--- config.mk ---
export PLATFORM = sky130hd
export DESIGN_NAME = sram_pattern_bit_error_counter_unit
export DESIGN_NICKNAME = d
export VERILOG_FILES = /design/src/rtl/core/spbec_pkg.sv /design/src/rtl/core/spbec_front.sv /design/src/rtl/core/spbec_queue.sv /design/src/rtl/core/spbec_back.sv /design/src/rtl/core/sram_pattern_bit_error_counter_unit.sv
export SDC_FILE = /design/constraint.sdc
export NUM_CORES = 1
export LEC_CHECK = 0
export BUFFER_PORTS_ARGS = -buffer_cell sky130_fd_sc_hd__buf_2
export CAP_MARGIN = 20
export CORE_MARGIN = 1.5
export CORE_UTILIZATION = 59
export DETAILED_ROUTE_END_ITERATION = 16
export PLACE_DENSITY_LB_ADDON = 0.15
export SLEW_MARGIN = 10
export SYNTH_ARGS = -nofsm -noshare
export SYNTH_HDL_FRONTEND = slang
export SYNTH_SLANG_ARGS = --single-unit
--- constraint.sdc ---
create_clock -name clk -period 5.6 [get_ports clk]
set_input_delay 1.12 -clock clk [delete_from_list [all_inputs] [get_ports clk]]
set_output_delay 1.12 -clock clk [all_outputs]
set_load 0.005 [all_outputs]
--- src/rtl/core/spbec_pkg.sv ---
package spbec_pkg;

  // Memory geometry under test
  localparam int NUM_BLOCKS        = 17;
  localparam int ROWS_PER_COLUMN   = 256;
  localparam int COLUMNS_PER_BLOCK = 16;

  localparam int ROW_W = $clog2(ROWS_PER_COLUMN);
  localparam int COL_W = (COLUMNS_PER_BLOCK > 1) ? $clog2(COLUMNS_PER_BLOCK) : 1;

  // Field widths fixed by the interface
  localparam int BYTE_W  = 8;
  localparam int BLK_W   = 5;
  localparam int COUNT_W = 15;
  localparam int POP_W   = 4;

  localparam logic [BYTE_W-1:0]  ALT_PATTERN  = 8'hA5;
  localparam logic [BYTE_W-1:0]  ALT_EVEN_ROW = 8'h5A;
  localparam logic [COUNT_W-1:0] COUNT_MAX    = 15'h7FFF;

  localparam logic [ROW_W-1:0] LAST_ROW  = ROW_W'(ROWS_PER_COLUMN - 1);
  localparam logic [COL_W-1:0] LAST_COL  = COL_W'(COLUMNS_PER_BLOCK - 1);
  localparam logic [BLK_W-1:0] LAST_BLK  = BLK_W'(NUM_BLOCKS - 1);

  // Largest count one block can reach, saturation included
  localparam int BLOCK_ERR_RAW  = BYTE_W * (ROWS_PER_COLUMN - 1) * COLUMNS_PER_BLOCK;
  localparam int BLOCK_ERR_MAX  = (BLOCK_ERR_RAW > 32767) ? 32767 : BLOCK_ERR_RAW;

  // Queue depths (power of two, pointers wrap naturally)
  localparam int QUEUE_DEPTH = 2;
  localparam int QPTR_W      = $clog2(QUEUE_DEPTH);
  localparam int QCNT_W      = $clog2(QUEUE_DEPTH + 1);

  typedef struct packed {
    logic [BYTE_W-1:0] data_byte;
    logic              present;
  } in_item_t;

  typedef struct packed {
    logic [BLK_W-1:0]   block_index;
    logic [COUNT_W-1:0] error_count;
    logic               last_block;
  } out_item_t;

  // Classified beat handed from front to back
  typedef struct packed {
    logic [BYTE_W-1:0] mismatch;
    logic              end_of_block;
    logic [BLK_W-1:0]  block_index;
    logic              last_block;
  } work_t;

endpackage

--- src/rtl/core/spbec_front.sv ---
module spbec_front (
  input  logic                 clk,
  input  logic                 rst,
  input  logic                 cfg_valid,
  output logic                 cfg_ready,
  input  logic [7:0]           cfg_data,
  input  logic                 push,
  input  spbec_pkg::in_item_t  item,
  output logic                 full,
  input  logic                 q_full,
  output logic                 q_push,
  output spbec_pkg::work_t     q_item
);
  import spbec_pkg::*;

  logic [BYTE_W-1:0] pattern;
  logic [ROW_W-1:0]  row;
  logic [COL_W-1:0]  col;
  logic [BLK_W-1:0]  blk;
  logic [ROW_W-1:0]  row_next;
  logic [COL_W-1:0]  col_next;
  logic [BLK_W-1:0]  blk_next;
  logic [BYTE_W-1:0] data;
  logic [BYTE_W-1:0] expect_byte;
  logic              skip_row;
  logic              end_blk;
  logic              accept;

  assign cfg_ready = 1'b1;
  assign full      = q_full;
  assign accept    = push && !q_full;

  always_comb begin
    data        = item.present ? item.data_byte : '0;
    expect_byte = pattern;
    if (pattern == ALT_PATTERN && !row[0]) begin
      expect_byte = ALT_EVEN_ROW;
    end
    skip_row = (row == LAST_ROW);
    end_blk  = skip_row && (col == LAST_COL);

    q_item.mismatch     = skip_row ? '0 : (data ^ expect_byte);
    q_item.end_of_block = end_blk;
    q_item.block_index  = blk;
    q_item.last_block   = (blk == LAST_BLK);
  end

  assign q_push = accept;

  // Advance row, then column, then block
  always_comb begin
    row_next = row;
    col_next = col;
    blk_next = blk;
    if (accept) begin
      if (skip_row) begin
        row_next = '0;
        if (col == LAST_COL) begin
          col_next = '0;
          blk_next = (blk == LAST_BLK) ? '0 : blk + BLK_W'(1);
        end else begin
          col_next = col + COL_W'(1);
        end
      end else begin
        row_next = row + ROW_W'(1);
      end
    end
  end

  always_ff @(posedge clk) begin
    if (rst) begin
      pattern <= '0;
      row     <= '0;
      col     <= '0;
      blk     <= '0;
    end else begin
      if (cfg_valid && cfg_ready) begin
        pattern <= cfg_data;
      end
      row <= row_next;
      col <= col_next;
      blk <= blk_next;
    end
  end

endmodule

--- src/rtl/core/spbec_queue.sv ---
module spbec_queue (
  input  logic              clk,
  input  logic              rst,
  input  logic              push,
  input  spbec_pkg::work_t  push_item,
  output logic              full,
  input  logic              pop,
  output spbec_pkg::work_t  head_item,
  output logic              empty
);
  import spbec_pkg::*;

  work_t             entries [QUEUE_DEPTH];
  logic [QPTR_W-1:0] wr_ptr;
  logic [QPTR_W-1:0] rd_ptr;
  logic [QCNT_W-1:0] count;
  logic              do_push;
  logic              do_pop;

  assign full      = (count == QCNT_W'(QUEUE_DEPTH));
  assign empty     = (count == '0);
  assign do_push   = push && !full;
  assign do_pop    = pop && !empty;
  assign head_item = entries[rd_ptr];

  always_ff @(posedge clk) begin
    if (do_push) begin
      entries[wr_ptr] <= push_item;
    end
  end

  always_ff @(posedge clk) begin
    if (rst) begin
      wr_ptr <= '0;
      rd_ptr <= '0;
      count  <= '0;
    end else begin
      if (do_push) begin
        wr_ptr <= wr_ptr + QPTR_W'(1);
      end
      if (do_pop) begin
        rd_ptr <= rd_ptr + QPTR_W'(1);
      end
      if (do_push && !do_pop) begin
        count <= count + QCNT_W'(1);
      end else if (do_pop && !do_push) begin
        count <= count - QCNT_W'(1);
      end
    end
  end

endmodule

--- src/rtl/core/spbec_back.sv ---
module spbec_back (
  input  logic                 clk,
  input  logic                 rst,
  input  logic                 wq_empty,
  input  spbec_pkg::work_t     wq_item,
  output logic                 wq_pop,
  output logic                 empty,
  input  logic                 pop,
  output spbec_pkg::out_item_t result
);
  import spbec_pkg::*;

  logic [COUNT_W-1:0] acc;
  logic [COUNT_W-1:0] acc_next;
  logic [POP_W-1:0]   ones;
  logic [COUNT_W:0]   sum;
  logic [COUNT_W-1:0] sat;
  out_item_t          res_q [QUEUE_DEPTH];
  logic [QPTR_W-1:0]  wr_ptr;
  logic [QPTR_W-1:0]  rd_ptr;
  logic [QCNT_W-1:0]  count;
  logic               res_full;
  logic               res_push;
  logic               res_pop;
  out_item_t          res_item;

  assign res_full = (count == QCNT_W'(QUEUE_DEPTH));
  assign empty    = (count == '0);
  assign res_pop  = pop && !empty;
  assign result   = res_q[rd_ptr];

  // Hold a block-end beat until the result queue has room
  assign wq_pop   = !wq_empty && (!wq_item.end_of_block || !res_full);
  assign res_push = wq_pop && wq_item.end_of_block;

  always_comb begin
    ones = '0;
    for (int i = 0; i < BYTE_W; i++) begin
      ones = ones + POP_W'(wq_item.mismatch[i]);
    end
    sum = {1'b0, acc} + (COUNT_W + 1)'(ones);
    sat = (sum > {1'b0, COUNT_MAX}) ? COUNT_MAX : sum[COUNT_W-1:0];
    acc_next = acc;
    if (wq_pop) begin
      acc_next = wq_item.end_of_block ? '0 : sat;
    end
    res_item.block_index = wq_item.block_index;
    res_item.error_count = sat;
    res_item.last_block  = wq_item.last_block;
  end

  always_ff @(posedge clk) begin
    if (res_push) begin
      res_q[wr_ptr] <= res_item;
    end
  end

  always_ff @(posedge clk) begin
    if (rst) begin
      acc    <= '0;
      wr_ptr <= '0;
      rd_ptr <= '0;
      count  <= '0;
    end else begin
      acc <= acc_next;
      if (res_push) begin
        wr_ptr <= wr_ptr + QPTR_W'(1);
      end
      if (res_pop) begin
        rd_ptr <= rd_ptr + QPTR_W'(1);
      end
      if (res_push && !res_pop) begin
        count <= count + QCNT_W'(1);
      end else if (res_pop && !res_push) begin
        count <= count - QCNT_W'(1);
      end
    end
  end

endmodule

--- src/rtl/core/sram_pattern_bit_error_counter_unit.sv ---
// A block's count reaches the result ports after its last byte beat passes both queues.
// Throughput: one byte per cycle via popcount/accumulate while the work queue has room.
// A two-entry work queue and a two-entry result queue let input and output stall apart.
// Reset (rst, synchronous, active high): position, block index and count go to zero,
// pattern to 0x00, and both queues empty.
module sram_pattern_bit_error_counter_unit (
  input  logic                 clk,
  input  logic                 rst,
  input  logic                 cfg_valid,
  output logic                 cfg_ready,
  input  logic [7:0]           cfg_data,
  input  logic                 push,
  input  spbec_pkg::in_item_t  item,
  output logic                 full,
  output logic                 empty,
  input  logic                 pop,
  output spbec_pkg::out_item_t result
);
  import spbec_pkg::*;

  // Front to work queue
  logic  fq_push;
  work_t fq_item;
  logic  wq_full;
  // Work queue to back
  work_t wq_item;
  logic  wq_empty;
  logic  wq_pop;

  // Front: track row/column/block position, pick the expected byte,
  // drop the last row of every column, flag the block end.
  spbec_front u_front (
    .clk       (clk),
    .rst       (rst),
    .cfg_valid (cfg_valid),
    .cfg_ready (cfg_ready),
    .cfg_data  (cfg_data),
    .push      (push),
    .item      (item),
    .full      (full),
    .q_full    (wq_full),
    .q_push    (fq_push),
    .q_item    (fq_item)
  );

  // Short queue that decouples classification from counting
  spbec_queue u_queue (
    .clk       (clk),
    .rst       (rst),
    .push      (fq_push),
    .push_item (fq_item),
    .full      (wq_full),
    .pop       (wq_pop),
    .head_item (wq_item),
    .empty     (wq_empty)
  );

  // Back: popcount each mismatch beat, accumulate with saturation,
  // and queue one result beat per finished block.
  spbec_back u_back (
    .clk      (clk),
    .rst      (rst),
    .wq_empty (wq_empty),
    .wq_item  (wq_item),
    .wq_pop   (wq_pop),
    .empty    (empty),
    .pop      (pop),
    .result   (result)
  );

  // Both queues come out of reset empty
  a_reset_empty : assert property (@(posedge clk) rst |=> (empty && !full))
    else $error("queues not empty after reset");

  // The final-block flag agrees with the reported block index
  a_last_flag : assert property (@(posedge clk) disable iff (rst)
    !empty |-> (result.last_block == (result.block_index == LAST_BLK)))
    else $error("last_block does not match block_index");

  // No block can report more errors than its compared bits
  a_count_bound : assert property (@(posedge clk) disable iff (rst)
    !empty |-> (int'(result.error_count) <= BLOCK_ERR_MAX))
    else $error("error_count above block maximum");

  // The back consumes only beats that are present
  a_pop_valid : assert property (@(posedge clk) disable iff (rst)
    wq_pop |-> !wq_empty)
    else $error("work queue popped while empty");

endmodule
### After elaboration in Yosys (flattened, before gate mapping)

Memory sizes are Yosys's and may differ from the RTL's. A register that Yosys moved wholly into a read port is not among the register bits.
Cells that the tools add are included.

* memories kept: 2
* memory bits (writable): 72
* register bits after elaboration: 48

Memories
* u_back.res_q: words 2, bits a word 21, rd ports 1, clocked after Yosys merged registers in 1, wr ports 1, line spbec_back.sv:18 `out_item_t res_q [QUEUE_DEPTH];`
* u_queue.entries: words 2, bits a word 15, rd ports 1, clocked after Yosys merged registers in 1, wr ports 1, line spbec_queue.sv:13 `work_t entries [QUEUE_DEPTH];`

* add/subtract/negate cells: 19
* reduce and logical (&&, ||, !) cells: 29
* bitwise gates (word level): 1
* mux-type cells: 20
* eq/ne operators: 6
* magnitude comparators: 1

Operators by type and width (number)
* 8-bit two-way mux: 4
* 15-bit two-way mux: 2
* 4-bit by 1-bit adder with 4-bit output: 6
* 15-bit by 4-bit adder with 16-bit output: 1
* 8-bit == test (second input constant): 2
* 16-bit by 15-bit greater-than comparator with 1-bit output (second input constant): 1
* 1-bit logical AND: 12
* 1-bit zero test: 10
* 8-bit by 1-bit adder with 8-bit output (second input constant): 1
* 1-bit two-way mux: 8
* 2-bit two-way mux: 4
* 8-bit bitwise XOR: 1
* 5-bit by 1-bit adder with 5-bit output (second input constant): 1
* 5-bit == test (second input constant): 1
* 5-bit two-way mux: 1
* 1-bit adder (second input constant): 4
* 2-bit by 1-bit adder with 2-bit output (second input constant): 2
* 4-bit by 1-bit adder with 4-bit output (second input constant): 1
* 2-bit == test (second input constant): 2
* 4-bit == test (second input constant): 1
* 2-bit zero test: 2
* 4-bit two-way mux: 1
* 2-bit nonzero test: 2
* 2-bit by 1-bit subtractor with 2-bit output (second input constant): 2
* other kinds (4): 4

### Depth between registers and ports, before layout

Gate-level depths: netlist of the first run.

* depth in word-level cells: 11
* mapped depth: 18

### Hierarchy

From an unflattened synthesis of the first run, not the netlist that was laid out.

* cell total of the unflattened synthesis: 516
* area, all modules: 5889.4 µm²

Modules (own cells, without submodules)
* spbec_back: area each 3154.3 µm², cells an instance 270, instances 1, sequential area each 1661.6 µm²
* spbec_front: area each 1437.6 µm², cells an instance 174, instances 1, sequential area each 500.5 µm²
* spbec_queue: area each 1297.5 µm², cells an instance 72, instances 1, sequential area each 1001.0 µm²

### Worst setup path after synthesis of the first run

Ideal clock, no wire load.

* path type: register to register
* start point: register (tool-made name)
* end point: memory u_back.res_q[0][15] (netlist name), data pin
* arrival: 4.860 ns
* library setup time: 0.261 ns
* stages on the path, launching flop included: 15
* required time: 5.339 ns
* period minus slack after synthesis: 5.122 ns
* slack: 0.478 ns
* cell sequence: dfxtp_1 -> buf_2 -> clkbuf_1 -> mux2_2 -> ha_1 -> fa_1 -> inv_1 -> fa_1 -> fa_1 -> fa_1 -> fa_1 -> nand2b_1 -> a2111oi_0 -> xnor2_1 -> nand2_1

RTL lines (line)
* end: declaration: spbec_back.sv:18

==> impl_results.md, run 1 <==
* Setup TNS at 0 ps
* Leak pwr at around 0.0025 uW
* Worst Path Max Fanout at 19
* Vias per cell at 5.60
* Synth unique cells at 52
* Power Dens Cells at 505 nW/um2
* Delay-heaviest family, CP: adder cells
* CP Cell Sequence: mux2_2 -> ha_1 -> fa_1 -> inv_1 -> fa_1 -> fa_1 -> fa_1 -> inv_1 -> ha_1 -> a21oi_1 -> o22ai_1 -> buf_4 -> nand2_1 -> o21ai_0 -> a21o_1
* Period utilisation layout at 91.9%
* Fin Clk Skew at 6.02 ps
* CTS buffer count at 17
* Max_slew headroom at 31.4%
* Worst VDD drop at 0.000225 V
* WS Path Type: reg2reg
* Vias in the first global route at around 3500
* H-tree levels at 4
* Clk buf depth at 2
* Critical Path End Type: flop
* Hold EP: u_front.col[3]
* RSZ-0062 raised after global routing: no
* Synth top area share at 38.9%
* Largest family of logic cells by synthesized area: simple AND/OR/NAND/NOR gates
* Sequential element share of the synthesized area at 56.9%
* Reg clk slew, reported paths at about 60 ps
* Tmin final at 5140 ps
* Final setup fails at 0
* Syn Inst Count at 480
* Postcts setup bufs at 0
* CP Data Required Time at 5860 ps
* Ant diodes at 0
* P&R area growth vs syn at 16.2%
* Worst r2r path cells at 15
* Worst hold start: u_front.col[3]
* Final nets at 570
* Compound-Gate Fraction of Synth Area at under 10%
* Post-Synth Simple-Gate Area at 13.1%
* Post-Syn Area per Cell at 11.6 um2
* Port buffer count at 44
* Synth Register Bits at 122
* Vias at 3660
* Row count at 35
* TritonCTS clock tree: built
* Max stage delay on crit path at around 560 ps
* Top post-synthesis cells by area: edfxtp_1 39%, dfxtp_1 18%, mux2_2 6.5%
* Hold depth at 1
* Reg2Reg Setup Slack at 460 ps
* Post-synth ARST share at 0%
* Most frequent cell on the critical path: fa_1
* Avg WL per Cell at 15.0 um
* Main synth FF type: edfxtp_1
* Critical Path Start Type: flop
* Die width at 100 um
* Slew Viols, Final at 0
* Final GP Congestion at 0.841
* DRC viols at 0
* Outcome: completed
* Num Clock Sinks at 122
* Dpl cells at 622
* Critical path's slowest cell: fa_1
* Fmax at ~190 MHz
* Root buffer cell: clkbuf_8
* Ports at 46
* Initial antenna violation count at 0
* DRT iter0 DRCs at between 80 and 90
* Post-DRT Antenna Nets at 0
* Initial Utilization at between 60% and 70%
* Post-synth EDFFs at 72
* Largest net degree at the start of global routing at 36
* Die ar. at 10000 um2
* Reg2reg end: u_back.res_q[1][7]
* Post-synthesis mux area share at 8.83%
* Die height at 100 um
* CTS resizes at 0
* Hpwl dp at 6710 um
* Commonest cells after routing, fill and taps aside: 72 x edfxtp_1, 52 x nor2_1, 50 x dfxtp_1
* Mapped Nets at 520
* Fin. Hold Viols at 0
* Cts hold-fix bufs at 0
* First-pass GRT wire length at 16400 um
* Core Area at 9200 um2
* Min-delay worst type: reg2reg
* XOR/XNOR Fraction of Synth Area at under 10%
* Cell Count, Final, Fillers Out at 654
* Top cell type by total area after synthesis: edfxtp_1
* YS warnings at 0
* Max-Cap Viols at 0
* Final Power at 3260 uW
* CP arrival at 5400 ps
* Clock Latency Late Sink at 510 ps
* Grt ovf at 0
* Commonest non-fill, non-tap cell in the layout: edfxtp_1
* WL final at roughly 10000 um
* Netlist Area Pre-Place at 5560 um2
* Post-Synth Adder-Cell Area at around 4.7%
* WP buf/inv at 3
* Layout cell share with drive strength beyond 1 at about a fifth
* Worst-margin pin slew at about 1000 ps
* Gr usage total at 21.3%
* Pre-Repair DR Iteration Count at 4
## metrics by stage
step	worst slack, ps	hold WS [ps]	utilization [%]	area, um2
after floorplan	478	448	-	5560
after global placement	609	464	63.8	5870
after detailed placement	464	476	63.8	5870
after CTS	443	484	70.2	6460
after global routing	130	517	70.2	6460
final	456	489	70.2	6460
## state kept, by name (all words and copies together) (netlist names), named ones only
name / count
u_queue.count: 2
u_back.res_q: 42
u_front.col: 4
u_queue.wr_ptr: 1
u_front.row: 8
u_front.blk: 5
u_queue.entries: 30
u_back.acc: 15
u_back.wr_ptr: 1
u_queue.rd_ptr: 1
u_back.count: 2
u_back.rd_ptr: 1
u_front.pattern: 8
## synthesized netlist by cell type (all sizes together), types with 13 or more instances
| cell type | number |
|---|---|
| mux2i | 13 |
| edfxtp | 72 |
| ha | 13 |
| mux2 | 32 |
| xnor2 | 17 |
| inv | 17 |
| a21oi | 18 |
| nand2 | 46 |
| xor2 | 15 |
| nor2 | 52 |
| o21ai | 21 |
| dfxtp | 50 |
## worst max path at each step
stage,startpoint,endpoint,depth (start not counted)
floorplan,flop,u_back.res_q[0][15],14
global placement,flop,u_back.res_q[0][7],15
detailed placement,flop,u_back.res_q[0][7],15
CTS,flop,u_back.res_q[1][7],15
global route,flop,u_back.res_q[1][7],15
finish,flop,u_back.res_q[1][7],15
## per-layer routing
layer | wire length (um) | global-route usage [%] | vias up
met3 | 463 | 5.99 | 8
li1 | - | - | 1833
met1 | 4340 | 26.0 | 1718
met2 | 4930 | 36.2 | 101
met4 | 91 | 7.80 | 0
met5 | 0 | 0 | -
## cell families after synthesis
family | Yosys count
multiplexers | 45
adder cells (fa/ha/maj) | 18
AO/OA/AOI/OAI | 74
flip-flops | 122
buffers and inverters | 35
AND/OR/NAND/NOR | 153
other | 1
XOR/XNOR | 32
## layout make-up
| type | instances | area (um2) |
|---|---|---|
| fillers | 662 | 2740 |
| inverters | 18 | 67.6 |
| well taps | 111 | 139 |
| clock inverters | 15 | 175 |
| multi-input cells | 323 | 2250 |
| repair buffers | 48 | 250 |
| clock buffers | 17 | 414 |
| flip-flops and latches | 122 | 3160 |
## worst reg2reg max path, cell delays in order (launching register included)
cell and delay, ps:
dfxtp_1 390, mux2_2 370, ha_1 320, fa_1 540, inv_1 60, fa_1 510, fa_1 480, fa_1 560
inv_1 60, ha_1 280, a21oi_1 180, o22ai_1 110, buf_4 170, nand2_1 420, o21ai_0 230, a21o_1 220
## power by group
part | total (uW) | internal, uW | leakage, uW | switching, uW
registers | 1240 | 1170 | 0.00108 | 76.8
logic | 946 | 434 | 0.00113 | 512
clock network | 1070 | 676 | 0.000272 | 393
Power figures use the tool's default switching activity.
==> run 2, diff against run 1 <==
Settings changed: CORE_UTILIZATION 59 to 60, SYNTH_HIERARCHICAL set to 1.
==> run 2 against run 1 <==
Net effect: sequential cell count is the same; sequential share of layout area shrank 2.0 points; setup slack better by 630 ps; first-iteration DRC count grew to 2.5 times the previous value; critical path depth shrank 2; critical endpoint is now u_back/res_q[0][14]; highest routed layer unchanged.
==> impl_results.md, run 2 <==
* Outcome: completed
* Post-synth EDFFs at 72 (unchanged)
* Fin. Hold Viols at 0 (unchanged)
* Grt met1 use at 27.8% (+1.8 points)
* Setup TNS at 0 ps (unchanged)
* Met2 Use GR at 37.9% (+1.6 points)
* WS Path Type: reg2reg
* Postcts setup bufs at 0 (unchanged)
* Clk buf depth at 2 (unchanged)
* Hpwl dp at 7450 um (+11%)
* Worst Path Max Fanout at 17 (-2)
* Final Power at 3520 uW (+7.9%)
* Power Dens Cells at 522 nW/um2 (+3.4%)
* Logic pwr share at 32.9% (+3.9 points)
* Commonest cells after routing, fill and taps aside: 72 x edfxtp_1, 50 x dfxtp_1, 44 x buf_2
* Tmin final at 4520 ps (-628 ps)
* Reg2reg end: u_back/res_q[0][14]
* Max_slew headroom at 31.9% (+0.51 points)
* Vias per cell at 5.79 (+3.5%)
* Synth Register Bits at 122 (unchanged)
* Synth unique cells at 72 (+38%)
* Ports at 46 (unchanged)
* DRC viols at 0 (unchanged)
* Worst-margin pin slew at 1020 ps (-3.89 ps)
* Netlist Area Pre-Place at 5890 um2 (+6.0%)
* RSZ-0062 raised after global routing: no
* Period utilisation layout at 80.6% (-11 points)
* Num Clock Sinks at 122 (unchanged)
* Post-synth ARST share at 0% (unchanged)
* Final setup fails at 0 (unchanged)
* P&R area growth vs syn at 14.4%
* Cts hold-fix bufs at 0 (unchanged)
* Pre-Repair DR Iteration Count at 6 (+2)
* First-pass GRT wire length at 18200 um (+11%)
* Initial Utilization at 62.8% (+2.4 points)
* Die height at 102 um (+2.0%)
* WL final at 10900 um (+11%)
* Layout cell share with drive strength beyond 1 at 23.8% (+2.6 points)
* Die width at 102 um (+2.0%)
* Sequential element share of the synthesized area at 53.7% (-3.2 points)
* CP arrival at 4760 ps (-640 ps)
* Synth top area share at 36.7% (-2.2 points)
* YS warnings at 6 (+6)
* Mapped Nets at 556 (+6.9%)
* Initial antenna violation count at 0 (unchanged)
* Net Sw Power at 1090 uW (+11%)
* Worst r2r path cells at 13 (-2)
* Min-delay worst type: reg2reg
* Critical Path End Type: flop
* Reg clk slew, reported paths at 60 ps (about the same)
* Top Usage Layer GRT: met2
* Final nets at 595 (+4.4%)
* # fillers at 693 (+4.7%)
* Leak pwr at 0.00257 uW (+3.6%)
* Grt ovf at 0 (unchanged)
* Post-Syn Area per Cell at 11.4 um2 (-1.4%)
* Fmax at 221 MHz (+14%)
* Top post-synthesis cells by area: edfxtp_1 37%, dfxtp_1 17%, mux2_2 6.9%
* DRT iter0 DRCs at 205 (+150%)
* CTS buffer count at 17 (unchanged)
* Root buffer cell: clkbuf_8
* H-tree levels at 4 (unchanged)
* Post-DRT Antenna Nets at 0 (unchanged)
* Commonest non-fill, non-tap cell in the layout: edfxtp_1
* Avg WL per Cell at 15.7 um (+4.5%)
* Sequential Power Share at 36.1% (-2.1 points)
* Fin Clk Skew at 10.9 ps (+4.83 ps)
* Clk network pwr share at 31.0% (-1.8 points)
* Final GP Congestion at 0.926 (+10%)
* Gr usage total at 22.8% (+1.5 points)
* Multi-input gate area at 2480 um2 (+10%)
* Worst VDD drop at 0.000297 V (+32%)
* Largest net degree at the start of global routing at 40 (+11%)
* Switching Share at 30.9% (+0.83 points)
* Top cell type by total area after synthesis: edfxtp_1
* Main synth FF type: edfxtp_1
* Critical Path Start Type: flop
* Vias at 4037 (+10%)
* Vias in the first global route at 3855 (+11%)
* CTS resizes at 0 (unchanged)
* Reg2Reg Setup Slack at 1080 ps (+630 ps)
* Syn Inst Count at 516 (+7.5%)
* Core Area at 9370 um2 (+1.9%)
* Die ar. at 10400 um2 (+4.1%)
* TritonCTS clock tree: built
* Top flop regs: u_back/res_q: 42 flops, u_queue/entries: 30 flops, u_back/acc: 15 flops
* Max FFs per register at 42 (unchanged)
* Global-route met3 utilization at 6.43% (+0.44 points)
* CP Data Required Time at 5850 ps (about the same)
* Clock Latency Late Sink at 510 ps (about the same)
* Critical Path End: u_back/res_q[0][14]
* Slew Viols, Final at 0 (unchanged)
* Row count at 35 (unchanged)
* Pint at 2430 uW (+6.6%)
* Largest register by flop count: u_back/res_q
* Port buffer count at 44 (unchanged)
* Ant diodes at 0 (unchanged)
* Commonest cells post-synth: 72 x edfxtp_1, 50 x dfxtp_1, 41 x nor2_1
* Most instantiated library cell after synthesis: edfxtp_1
* Max-Cap Viols at 0 (unchanged)
* Reg area at 3160 um2 (unchanged)
==> run 2: cell type report <==
type | instances | area share [%]
Timing Repair Buffer | 46 | 3.60
Clock inverter | 12 | 2.56
Tap cell | 129 | 2.40
Multi-Input combinational cell | 342 | 36.7
Inverter | 26 | 1.45
Clock buffer | 20 | 6.31
Sequential cell | 122 | 46.9
==> run 2: kinds of logic (layout without fill, tap and decap cells) <==
| logic type | after synthesis | count (layout) | share of synthesized area (%) |
|---|---|---|---|
| buf+inv | 52 | 104 | 4.29 |
| mux | 46 | 46 | 8.58 |
| xor+xnor | 20 | 20 | 2.97 |
| flops | 122 | 122 | 53.7 |
| other cells | 1 | 1 | 0.0637 |
| fa+ha+maj | 18 | 18 | 4.46 |
| simple gates | 164 | 164 | 15.5 |
| compound gates | 93 | 93 | 10.4 |
==> run 2: worst min path at each step <==
stage	from	endpoint	slack [ps]	cells past startpoint
6_report	u_front/row[7]	u_front/row[7]	460	2
4_1_cts	u_front/row[7]	u_front/row[7]	470	2
2_1_floorplan	u_back/acc[0]	u_back/acc[0]	430	2
3_3_place_gp	u_back/acc[3]	u_back/acc[3]	440	2
5_1_grt	u_front/row[7]	u_front/row[7]	490	2
3_5_place_dp	u_front/row[7]	u_front/row[7]	460	2
==> run 2: layer usage <==
metal	share of wire [%]	wire (um)
met5	0	0
met4	1.4	148
met3	5.7	628
met2	49	5380
met1	44	4780
==> run 2: worst max-delay path: stages, from the launching register on <==
cell and delay (ps):
dfxtp_1 450, buf_4 250, mux2_2 350, ha_1 290, inv_1 70, fa_1 420, fa_1 420, fa_1 550
inv_1 60, ha_1 280, a21oi_1 90, o21ai_2 620, nand3_1 220, mux2i_1 180
==> run 2: power by group through the flow <==
| stage | clock, uW | combinational (uW) | sequential, uW |
|---|---|---|---|
| 2_1_floorplan | 0 | 892 | 1250 |
| 3_3_place_gp | 0 | 1100 | 1280 |
| 3_5_place_dp | 0 | 1130 | 1290 |
| 4_1_cts | 1110 | 1150 | 1270 |
| 5_1_grt | 1150 | 1300 | 1290 |
| 6_report | 1090 | 1160 | 1270 |
==> run 2: metrics by stage <==
stage,std cells,setup slack (ps),utilization [%],area [um2],hold slack [ps]
final,697,1080,71.9,6740,459
after CTS,696,1140,71.7,6720,467
after floorplan,516,1230,-,5890,432
after global routing,697,946,71.9,6740,494
after global placement,664,1270,65.4,6130,441
after detailed placement,664,1180,65.4,6130,460
